<file path="src/rtl/bnrs_pkg.sv">
`timescale 1ns / 1ps
`default_nettype none
// ----------------------------------------------------------------------------
// bnrs_pkg
// shared types and constants of the base-n repeated subtraction divider
// ----------------------------------------------------------------------------
package bnrs_pkg;

	localparam int FIELD_W         = 32;
	localparam int DIGIT_W         = 4;
	localparam int FIELD_DIGITS    = FIELD_W / DIGIT_W;
	localparam int DIGIT_COUNT_DEF = 8;

	localparam logic [DIGIT_W-1:0] RADIX_MIN   = 4'd2;
	localparam logic [DIGIT_W-1:0] RADIX_MAX   = 4'd10;
	localparam logic [DIGIT_W-1:0] RADIX_RESET = 4'd10;

	localparam logic [1:0] STATUS_OK      = 2'd0;
	localparam logic [1:0] STATUS_DIV0    = 2'd1;
	localparam logic [1:0] STATUS_INVALID = 2'd2;

	typedef struct packed {
		logic [FIELD_W-1:0] dividend_digits;
		logic [FIELD_W-1:0] divisor_digits;
	} in_item_t;

	typedef struct packed {
		logic [FIELD_W-1:0] quotient_digits;
		logic [FIELD_W-1:0] remainder_digits;
		logic [1:0]         status;
	} out_item_t;

	// controller to datapath
	typedef struct packed {
		logic load;
		logic check;
		logic shift_in;
		logic advance;
		logic sub;
	} dp_cmd_t;

	// datapath to controller
	typedef struct packed {
		logic early_exit;
		logic borrow;
		logic last;
	} dp_stat_t;

endpackage

`default_nettype wire

</file>
<file path="src/rtl/base_n_repeated_subtract_divider.sv">
`timescale 1ns / 1ps
`default_nettype none
// ----------------------------------------------------------------------------
// base_n_repeated_subtract_divider
// radix-n long division by repeated subtraction on packed digit vectors
// ----------------------------------------------------------------------------
// usage
//   input transaction: operands (dividend and divisor, one nibble per digit,
//   least significant digit lowest) taken at a clock edge with start high and
//   busy low. busy stays high until the result has been shown.
//   result transaction: result (quotient, remainder, status) is valid for the
//   single cycle in which done is high; the receiver cannot hold it off.
//   radix register: written by cfg_we/cfg_wdata while idle, by the user's rule,
//   unchecked by the block; below 2 acts as 2, above 10 as 10; reset value is 10.
// timing
//   operands latch at the accept edge; the check state tests digits and zero
//   operands, then for each used digit the shared base-n subtractor is tried until
//   it borrows, each taken subtraction adding one to the quotient digit, then the
//   done state, with done high; the result is taken at the edge after. an invalid
//   digit, zero dividend or zero divisor goes from the check state straight to done.
//   the next transaction is taken in the cycle after done.
// reset
//   arst_n clears the controller to idle and the radix to 10; nothing is
//   pending after reset.
// ----------------------------------------------------------------------------
module base_n_repeated_subtract_divider import bnrs_pkg::*; #(
	parameter int DIGIT_COUNT = DIGIT_COUNT_DEF
) (
	input  wire logic               clk,
	input  wire logic               arst_n,
	input  wire logic               start,
	output      logic               busy,
	input  wire in_item_t           operands,
	input  wire logic               cfg_we,
	input  wire logic [DIGIT_W-1:0] cfg_wdata,
	output      logic               done,
	output      out_item_t          result
);

	// command and status between controller and datapath
	dp_cmd_t  cmd;
	dp_stat_t stat;

	// sequencer: latch, check, per-digit subtract loop, done
	bnrs_ctrl u_ctrl (
		.clk    (clk),
		.arst_n (arst_n),
		.start  (start),
		.stat   (stat),
		.cmd    (cmd),
		.busy   (busy),
		.done   (done)
	);

	// operand, remainder and quotient registers with the base-n subtractor
	bnrs_dp #(
		.DIGIT_COUNT (DIGIT_COUNT)
	) u_dp (
		.clk       (clk),
		.arst_n    (arst_n),
		.cfg_we    (cfg_we),
		.cfg_wdata (cfg_wdata),
		.operands  (operands),
		.cmd       (cmd),
		.stat      (stat),
		.result    (result)
	);

endmodule

`default_nettype wire

</file>
<file path="src/rtl/bnrs_dp.sv">
`timescale 1ns / 1ps
`default_nettype none
// ----------------------------------------------------------------------------
// bnrs_dp
// datapath: radix register, operand and remainder registers, base-n subtractor
// ----------------------------------------------------------------------------
module bnrs_dp import bnrs_pkg::*; #(
	parameter int DIGIT_COUNT = DIGIT_COUNT_DEF
) (
	input  wire logic                clk,
	input  wire logic                arst_n,
	input  wire logic                cfg_we,
	input  wire logic [DIGIT_W-1:0]  cfg_wdata,
	input  wire in_item_t            operands,
	input  wire dp_cmd_t             cmd,
	output      dp_stat_t            stat,
	output      out_item_t           result
);

	localparam int NUM_DIGITS = (DIGIT_COUNT < FIELD_DIGITS) ? DIGIT_COUNT : FIELD_DIGITS;
	localparam int DW         = NUM_DIGITS * DIGIT_W;
	localparam int RW         = (NUM_DIGITS + 1) * DIGIT_W;
	localparam int CNT_W      = $clog2(NUM_DIGITS + 1);

	logic [DIGIT_W-1:0] radix_q;
	logic [DIGIT_W-1:0] radix_eff;
	logic [DIGIT_W-1:0] radix_eff_q;
	logic [DW-1:0]      a_q;
	logic [DW-1:0]      b_q;
	logic [RW-1:0]      rem_q;
	logic [DW-1:0]      quot_q;
	logic [DIGIT_W-1:0] qd_q;
	logic [CNT_W-1:0]   cnt_q;
	logic [1:0]         status_q;

	logic [RW-1:0]         diff;
	logic                  borrow_out;
	logic                  bad_digit;
	logic [RW+DIGIT_W-1:0] rem_shift;
	logic [DW+DIGIT_W-1:0] quot_shift;
	logic [1:0]            status_next;

	// config register
	always_ff @(posedge clk or negedge arst_n) begin
		if (!arst_n) begin
			radix_q <= RADIX_RESET;
		end else if (cfg_we) begin
			radix_q <= cfg_wdata;
		end
	end

	always_comb begin
		if (radix_q inside {[RADIX_MIN:RADIX_MAX]}) begin
			radix_eff = radix_q;
		end else if (radix_q < RADIX_MIN) begin
			radix_eff = RADIX_MIN;
		end else begin
			radix_eff = RADIX_MAX;
		end
	end

	// digit range check over the latched operands
	always_comb begin
		bad_digit = 1'b0;
		for (int i = 0; i < NUM_DIGITS; i++) begin
			if (a_q[i*DIGIT_W +: DIGIT_W] >= radix_eff_q ||
			    b_q[i*DIGIT_W +: DIGIT_W] >= radix_eff_q) begin
				bad_digit = 1'b1;
			end
		end
	end

	always_comb begin
		if (bad_digit) begin
			status_next = STATUS_INVALID;
		end else if (a_q == '0) begin
			status_next = STATUS_OK;
		end else if (b_q == '0) begin
			status_next = STATUS_DIV0;
		end else begin
			status_next = STATUS_OK;
		end
	end

	// base-n ripple-borrow subtractor: partial remainder minus divisor
	always_comb begin
		logic [RW-1:0]      b_ext;
		logic [DIGIT_W:0]   d;
		logic               bw;
		b_ext = RW'(b_q);
		bw    = 1'b0;
		diff  = '0;
		for (int i = 0; i <= NUM_DIGITS; i++) begin
			d = {1'b0, rem_q[i*DIGIT_W +: DIGIT_W]} - {1'b0, b_ext[i*DIGIT_W +: DIGIT_W]}
			    - {{DIGIT_W{1'b0}}, bw};
			if (d[DIGIT_W]) begin
				d  = d + {1'b0, radix_eff_q};
				bw = 1'b1;
			end else begin
				bw = 1'b0;
			end
			diff[i*DIGIT_W +: DIGIT_W] = d[DIGIT_W-1:0];
		end
		borrow_out = bw;
	end

	assign rem_shift  = {rem_q, a_q[DW-1 -: DIGIT_W]};
	assign quot_shift = {quot_q, qd_q};

	always_ff @(posedge clk) begin
		if (cmd.load) begin
			a_q         <= operands.dividend_digits[DW-1:0];
			b_q         <= operands.divisor_digits[DW-1:0];
			radix_eff_q <= radix_eff;
			rem_q       <= '0;
			quot_q      <= '0;
			qd_q        <= '0;
			cnt_q       <= CNT_W'(NUM_DIGITS);
		end else begin
			if (cmd.check) begin
				status_q <= status_next;
			end
			if (cmd.sub) begin
				rem_q <= diff;
				qd_q  <= qd_q + 4'd1;
			end
			if (cmd.advance) begin
				quot_q <= quot_shift[DW-1:0];
				qd_q   <= '0;
			end
			if (cmd.shift_in) begin
				rem_q <= rem_shift[RW-1:0];
				a_q   <= a_q << DIGIT_W;
				cnt_q <= cnt_q - CNT_W'(1);
			end
		end
	end

	assign stat.early_exit = bad_digit || (a_q == '0) || (b_q == '0);
	assign stat.borrow     = borrow_out;
	assign stat.last       = (cnt_q == '0);

	assign result.quotient_digits  = FIELD_W'(quot_q);
	assign result.remainder_digits = FIELD_W'(rem_q[DW-1:0]);
	assign result.status           = status_q;

`ifndef NO_ASSERTIONS
	// a quotient digit never reaches the radix
	a_qdigit_range: assert property (@(posedge clk) disable iff (!arst_n)
		cmd.sub |-> (qd_q < radix_eff_q - 4'd1))
		else $error("quotient digit overflow");

	// the top digit of the partial remainder is zero before a new digit is shifted in
	a_rem_top_zero: assert property (@(posedge clk) disable iff (!arst_n)
		cmd.shift_in |-> (rem_q[RW-1 -: DIGIT_W] == '0))
		else $error("remainder top digit lost on shift");

	// never subtract when the trial subtraction would go negative
	a_sub_no_borrow: assert property (@(posedge clk) disable iff (!arst_n)
		cmd.sub |-> !borrow_out)
		else $error("subtraction taken with borrow");
`endif

endmodule

`default_nettype wire

</file>
<file path="src/rtl/bnrs_ctrl.sv">
`timescale 1ns / 1ps
`default_nettype none
// ----------------------------------------------------------------------------
// bnrs_ctrl
// controller state machine sequencing the digit-by-digit subtraction
// ----------------------------------------------------------------------------
module bnrs_ctrl import bnrs_pkg::*; (
	input  wire logic     clk,
	input  wire logic     arst_n,
	input  wire logic     start,
	input  wire dp_stat_t stat,
	output      dp_cmd_t  cmd,
	output      logic     busy,
	output      logic     done
);

	localparam logic [1:0] S_IDLE  = 2'd0;
	localparam logic [1:0] S_CHECK = 2'd1;
	localparam logic [1:0] S_TRY   = 2'd2;
	localparam logic [1:0] S_DONE  = 2'd3;

	logic [1:0] state_q;
	logic [1:0] state_next;

	always_comb begin
		state_next = state_q;
		cmd        = '0;
		case (state_q)
			S_IDLE: begin
				if (start) begin
					cmd.load   = 1'b1;
					state_next = S_CHECK;
				end
			end
			S_CHECK: begin
				cmd.check = 1'b1;
				if (stat.early_exit) begin
					state_next = S_DONE;
				end else begin
					cmd.shift_in = 1'b1;
					state_next   = S_TRY;
				end
			end
			S_TRY: begin
				if (!stat.borrow) begin
					cmd.sub = 1'b1;
				end else if (stat.last) begin
					cmd.advance = 1'b1;
					state_next  = S_DONE;
				end else begin
					cmd.advance  = 1'b1;
					cmd.shift_in = 1'b1;
				end
			end
			S_DONE: begin
				state_next = S_IDLE;
			end
			default: begin
				state_next = S_IDLE;
			end
		endcase
	end

	always_ff @(posedge clk or negedge arst_n) begin
		if (!arst_n) begin
			state_q <= S_IDLE;
		end else begin
			state_q <= state_next;
		end
	end

	assign busy = (state_q != S_IDLE);
	assign done = (state_q == S_DONE);

`ifndef NO_ASSERTIONS
	a_done_single: assert property (@(posedge clk) disable iff (!arst_n)
		done |=> !done)
		else $error("done strobe longer than one cycle");

	a_accept_busy: assert property (@(posedge clk) disable iff (!arst_n)
		(start && !busy) |=> (busy && !done))
		else $error("accepted transaction did not raise busy");

	a_cmd_exclusive: assert property (@(posedge clk) disable iff (!arst_n)
		cmd.sub |-> (!cmd.advance && !cmd.shift_in && !cmd.load))
		else $error("subtract issued with another remainder update");
`endif

endmodule

`default_nettype wire
</file>
<file path="config.mk">
export PLATFORM = sky130hd
export DESIGN_NAME = base_n_repeated_subtract_divider
export DESIGN_NICKNAME = d
export VERILOG_FILES = /design/src/rtl/bnrs_pkg.sv /design/src/rtl/base_n_repeated_subtract_divider.sv /design/src/rtl/bnrs_dp.sv /design/src/rtl/bnrs_ctrl.sv
export SDC_FILE = /design/constraint.sdc
export NUM_CORES = 1
export LEC_CHECK = 0
export ABC_CLOCK_PERIOD_IN_PS = 13850
export BUFFER_PORTS_ARGS = -buffer_cell sky130_fd_sc_hd__buf_2
export CAP_MARGIN = 5
export CORE_MARGIN = 2
export CORE_UTILIZATION = 55
export CTS_BUF_LIST = sky130_fd_sc_hd__clkbuf_4
export DETAILED_ROUTE_END_ITERATION = 10
export GPL_TIMING_DRIVEN = 0
export PLACE_DENSITY_LB_ADDON = 0.12
export RECOVER_POWER = 25
export SYNTH_ARGS = -nofsm -noshare
export SYNTH_HDL_FRONTEND = slang
export SYNTH_SLANG_ARGS = --single-unit
</file>
<file path="constraint.sdc">
create_clock -name clk -period 13.85 [get_ports clk]
set_clock_uncertainty 0.05 [all_clocks]
set_input_delay 3.4625 -clock clk [delete_from_list [all_inputs] [get_ports clk]]
set_output_delay 3.4625 -clock clk [all_outputs]
set_load 0.03 [all_outputs]
</file>
* Word level (Yosys, flattened, before mapping) *
Cells that the tools add are included.

storage, ports and cells
  output and inout port bits = 68
  input bits = 72
  register bits after elaboration = 152
  word-level logic and storage cells = 134

operators by class
  reductions and logical operators = 22
  eq/ne operators = 6
  bitwise gates (word level) = 1
  add/sub/neg operators = 27
  $lt $le $gt $ge = 19
  mux-type cells = 48

operators with widths
  kind                                                                          number
  36-bit two-way mux                                                            2
  4-bit >= comparator                                                           16
  32-bit zero test                                                              2
  32-bit two-way mux                                                            2
  4-bit two-way mux                                                             11
  4-bit by 4-bit subtractor with 5-bit output                                   8
  4-bit adder                                                                   9
  5-bit by 1-bit subtractor with 5-bit output                                   7
  1-bit two-way mux                                                             25
  2-bit two-way mux                                                             6
  1-bit logical OR                                                              10
  2-bit case mux with 4 select lines                                            1
  2-bit nonzero test                                                            3
  4-bit by 1-bit subtractor with 5-bit output                                   1
  4-bit by 1-bit adder with 4-bit output, second input constant                 1
  2-bit == test, second input constant                                          2
  4-bit by 2-bit >= comparator with 1-bit output, second input constant         1
  4-bit <= comparator, second input constant                                    1
  4-bit zero test                                                               1
  4-bit by 2-bit less-than comparator with 1-bit output, second input constant  1
  2-bit inequality test, second input constant                                  2
  2-bit OR reduction                                                            2
  4-bit by 1-bit subtractor with 4-bit output, second input constant            1
  3-bit AND reduction                                                           1
  7 further kinds                                                               7

* Longest topological paths before layout *
  depth in word-level cells = 22
  gate-level depth with buffers = 72
  gate-level depth less buffers = 63

* Hierarchy *
From an unflattened synthesis, not the netlist that was laid out.

unflattened totals
  cell total of the unflattened synthesis = 1015
  area, all modules = 10418.7 um^2

by module, submodules not included
  module     instances  seq. area each (um^2)  cells an instance  area an instance (um^2)
  bnrs_dp    1          3726.1                 989                10164.7
  bnrs_ctrl  1          50.0                   26                 254.0

* Least setup slack after synthesis *
OpenSTA, ideal clock, no wires.

  kind = register to register
  from = reg u_dp.rem_q[0]
  to = reg u_dp.a_q[0] (enable)
  setup time = 0.389 ns
  clock period less this slack = 14.530 ns
  required time = 13.411 ns
  slack = -0.680 ns
  data arrival time = 14.090 ns
  buffers on the path = 9
  stages on the path, launching flop included = 71
  path through = dfxtp_1 -> inv_1 -> ha_1 -> inv_1 -> fa_1 -> a21o_1 -> a21oi_1 -> inv_1 -> fa_1 -> fa_1 -> nand2b_1 -> a211o_1 -> and2_1 -> clkbuf_1 -> inv_1 -> fa_1 -> inv_1 -> fa_1 -> [... 35 more ...] -> clkbuf_1 -> inv_1 -> fa_1 -> inv_1 -> fa_1 -> nand2b_1 -> a211o_1 -> and2_1 -> clkbuf_1 -> inv_1 -> ha_1 -> nand2b_1 -> nor3_1 -> and2_1 -> clkbuf_1 -> o21ai_4 -> buf_6 -> nand2_1

on the way
  word-level cells in the longest chain between the ends = 21

ends and longest elaborated chain
  item                                         line             text
  start, declared                              bnrs_dp.sv:30    logic [RW-1:0] rem_q;
  start signal, assigned                       bnrs_dp.sv:124   rem_q <= diff;
  start signal, assigned                       bnrs_dp.sv:132   rem_q <= rem_shift[RW-1:0];
  4-bit by 4-bit subtractor with 5-bit output  bnrs_dp.sv:94    d = {1'b0, rem_q[i*DIGIT_W +: DIGIT_W]} - {1'b0, b_ext[i*DIGIT_W +: DIGIT_W]}
  1-bit two-way mux                            bnrs_dp.sv:96    if (d[DIGIT_W]) begin
  5-bit by 1-bit subtractor with 5-bit output  bnrs_dp.sv:95    - {{DIGIT_W{1'b0}}, bw};
  1-bit two-way mux                            bnrs_dp.sv:96
  5-bit by 1-bit subtractor with 5-bit output  bnrs_dp.sv:95
  1-bit two-way mux                            bnrs_dp.sv:96
  5-bit by 1-bit subtractor with 5-bit output  bnrs_dp.sv:95
  1-bit two-way mux                            bnrs_dp.sv:96
  [... 5 more ...]                             --
  1-bit two-way mux                            bnrs_dp.sv:96
  5-bit by 1-bit subtractor with 5-bit output  bnrs_dp.sv:95
  1-bit two-way mux                            bnrs_dp.sv:96
  4-bit by 1-bit subtractor with 5-bit output  bnrs_dp.sv:95
  1-bit two-way mux                            bnrs_dp.sv:96
  2-bit two-way mux                            bnrs_ctrl.sv:45  if (!stat.borrow) begin
  1-bit case mux with 2 select lines           bnrs_ctrl.sv:28  case (state_q)
  2-bit nonzero test (no line)                 --
  end signal, assigned                         bnrs_dp.sv:112   a_q <= operands.dividend_digits[DW-1:0];
  end signal, assigned                         bnrs_dp.sv:133   a_q <= a_q << DIGIT_W;
  end, declared                                bnrs_dp.sv:28    logic [DW-1:0] a_q;

Every way passes these cells.
A chain may end at the register's enable or synchronous reset.

* Worst setup path in the final report *
  from = reg u_dp.rem_q[0]
  to = reg u_dp.a_q[31] (enable)

The elaborated chain is that of the path after synthesis.

==> impl_metrics.tcl <==
set metrics [dict create \
    status "completed" \
    drive_above_1_share_pct 20.3 \
    first_global_vias 8918 \
    rsz0062_at_grt "no" \
    yosys_warnings 0 \
    holdCritStartpoint "u_dp.quot_q[5]" \
    synth-seq-cells 152 \
    grt_max_degree 36 \
    detail-route-antenna-nets 0 \
    track_usage_pct 29.6 \
    multi_input_comb_area_mm2 0.00646 \
    slowest_stage "fa_1" \
    netlist_top_cells_area "edfxtp_1, ha_1, dfxtp_1" \
    cts.sinks 152 \
    cp-start-kind "flip-flop" \
    core_area_mm2 0.0195 \
    worst_path_most_repeated_cell "inv_1" \
    end_kind "flip-flop" \
    fp.dieW_um 145 \
    critPathMaxFanout 16 \
    syn-num-nets 1430 \
    drc_errors 0 \
    cts_made_buffers 17 \
    route.vias.total 9304 \
    grt_pass1_wl_um 47200 \
    layoutNonFillerInstCount 1629 \
    final_cell_mix "nand2_1, ha_1, buf_2, inv_1, a21oi_1" \
    crit_type "flip-flop to flip-flop" \
    maxSlewHeadroom_pct 16.2 \
    fin_nets 1588 \
    die_area_mm2 0.0210 \
    wl_um 30000 \
    timing.setup.tns_ps 0 \
    cts.root.buffer_cell "clkbuf_4" \
    syn_area_per_cell_um2 9.15 \
    antenna_found_initial 1 \
    power.density_mw_per_mm2 271 \
    yosysTopAreaCell "edfxtp_1" \
    drtIter0Drc 711 \
    tritoncts "yes" \
    place.gp.congestion 0.937 \
    ys_async_sr_fraction_pct 3.95 \
    synth_edf_count 70 \
    max_stage_delay_ps 420 \
    seq_area_frac_synth_pct 34.6 \
    row_count 51 \
    syn_area_mm2 0.0109 \
    vias_per_cell 5.71 \
    wl_per_cell_um 18.4 \
    max_freq_ghz 0.0767 \
    die_height_um 145 \
    yosysUniqueCellTypes 55 \
    fin_crit_ps 13030 \
    timing.hold.ws_ps 408 \
    final_common_cell "nand2_1" \
    syn2layout_area_growth_pct 15.0 \
    path_buf_inv 17 \
    yosysTopAreaCellShare_pct 19.3 \
    hold_viol 0 \
    fillerInstances 1670 \
    cts_htree_levels 4 \
    final_core_util_pct 64.5 \
    irDropWorstVdd_mv 0.116 \
    cp.arrival_ps 13280 \
    syn_inst 1192 \
    r2r-start "u_dp.rem_q[0]" \
    drt-pass1-iter-count 7 \
    setup_viol 0 \
    clk_pin_slew_ps 180 \
    cts.path.max_buffers 2 \
    max_slew.worst_pin.slew_ps 1260 \
    min_period_over_period_pct 94.1 \
    ioPinCount 140 \
    start_util_pct 56.0 \
    clock_latency_ps 590 \
    p_leak_nw 5.69 \
    synth_ff_type "dfxtp_1" \
    critPathRequiredTime_ps 14100 \
    ff_latch_area_mm2 0.00378 \
    min_path_type "flip-flop to flip-flop" \
    overflow 0 \
    drv_cap 0 \
    port_buffers 139 \
    post-place-cells 1597 \
    maxSlewViolCount 0 \
    path_delay_family "adder cells" \
    total_power_mw 3.40 \
    dp_hpwl_um 22200 \
    cp-startpoint "u_dp.rem_q[0]" \
]
[state kept, by name, summed over array words and instances (netlist names)]
register / cells
u_dp.status_q: 2
u_dp.rem_q: 36
u_dp.a_q: 32
u_dp.cnt_q: 4
u_dp.radix_q: 4
u_ctrl.state_q: 2
u_dp.qd_q: 4
u_dp.quot_q: 32
u_dp.radix_eff_q: 4
u_dp.b_q: 32
[logic make-up (layout without fill, tap and decap cells)]
family,Yosys count,count (layout),share of synthesized area [%]
simple gates,383,384,16.9
compound gates,244,244,14.8
mux,20,20,1.88
xor+xnor,43,43,3.45
other cells,0,1,0
buf+inv,184,354,7.74
fa+ha+maj,166,166,20.6
flops,152,152,34.6
[worst reg2reg max path, delay by kind of cell, from the launching register on]
family          cells  cell delay (ps)
fa+ha+maj          17             4910
buf+inv            17             1380
flops               1              380
simple gates       18             3370
compound gates     10             2650
[final timing paths]
check	slack, ps	end	cells past startpoint
max in group asynchronous	10780	u_dp.radix_q[3]	1
min reg2reg	410	u_dp.quot_q[9]	2
min	410	u_dp.quot_q[9]	2
max reg2reg	820	u_dp.a_q[31]	62
max	820	u_dp.a_q[31]	62
min in group asynchronous	2640	u_dp.radix_q[2]	1
[power breakdown]
part | switching, mW | total (mW) | internal (mW)
logic | 1.31 | 2.30 | 0.995
clock network | 0.206 | 0.310 | 0.104
registers | 0.166 | 0.792 | 0.626
total | 1.68 | 3.40 | 1.72
[repair_timing]
item,CTS,global route
gates resized for setup,42,58
buffers inserted,4,3
pin swaps,3,2
cloned,1,0
endpoints found under the setup margin,110,110
hold buffers,0,0
[per-layer routing]
metal | global-route usage (%) | vias up | wire length (µm)
met5 | 0 | - | 0
met4 | 12.6 | 0 | 1180
met3 | 6.15 | 60 | 2130
met2 | 47.3 | 374 | 13700
met1 | 39.0 | 4354 | 13000
li1 | - | 4516 | -
[final cells by class]
class	count	share of cell area, %
Clock buffer	17	1.02
Multi-Input combinational cell	857	51.5
Inverter	95	2.84
Clock inverter	15	1.54
Tap cell	265	2.64
Buffer	80	4.38
Antenna cell	1	0.0199
Sequential cell	152	30.1
Timing Repair Buffer	147	5.97
[stage by stage]
stage	setup WS (ps)	area (µm²)
floorplan	66.2	10900
global placement	-1700	12000
detailed placement	-1940	12000
CTS	18.6	12400
global route	61.6	12500
finish	816	12500
[synthesized netlist by cell type (3+ instances only)]
cell / number
nor2b_1: 3
fa_1: 23
nand2b_1: 23
ha_1: 143
buf_1: 3
inv_1: 92
xor2_1: 25
nand3b_1: 9
o21a_1: 7
nor2_1: 34
nand2_1: 183
buf_6: 3
dfrtp_1: 4
a31oi_1: 7
a22oi_1: 18
and2_1: 17
a21o_1: 9
a21oi_1: 81
clkbuf_1: 46
o31a_1: 9
buf_4: 34
nor3b_1: 5
edfxtp_1: 70
buf_2: 3
a211oi_1: 38
nor4_1: 22
mux2i_1: 16
nand3_1: 21
mux2_2: 4
a211o_1: 8
a211oi_2: 9
nand4_1: 24
nor3_1: 18
o21ai_0: 35
o211ai_1: 9
dfxtp_1: 76
o22ai_1: 6
and3_1: 18
xnor2_1: 18
Note: power is estimated with default switching activity, not from simulation.
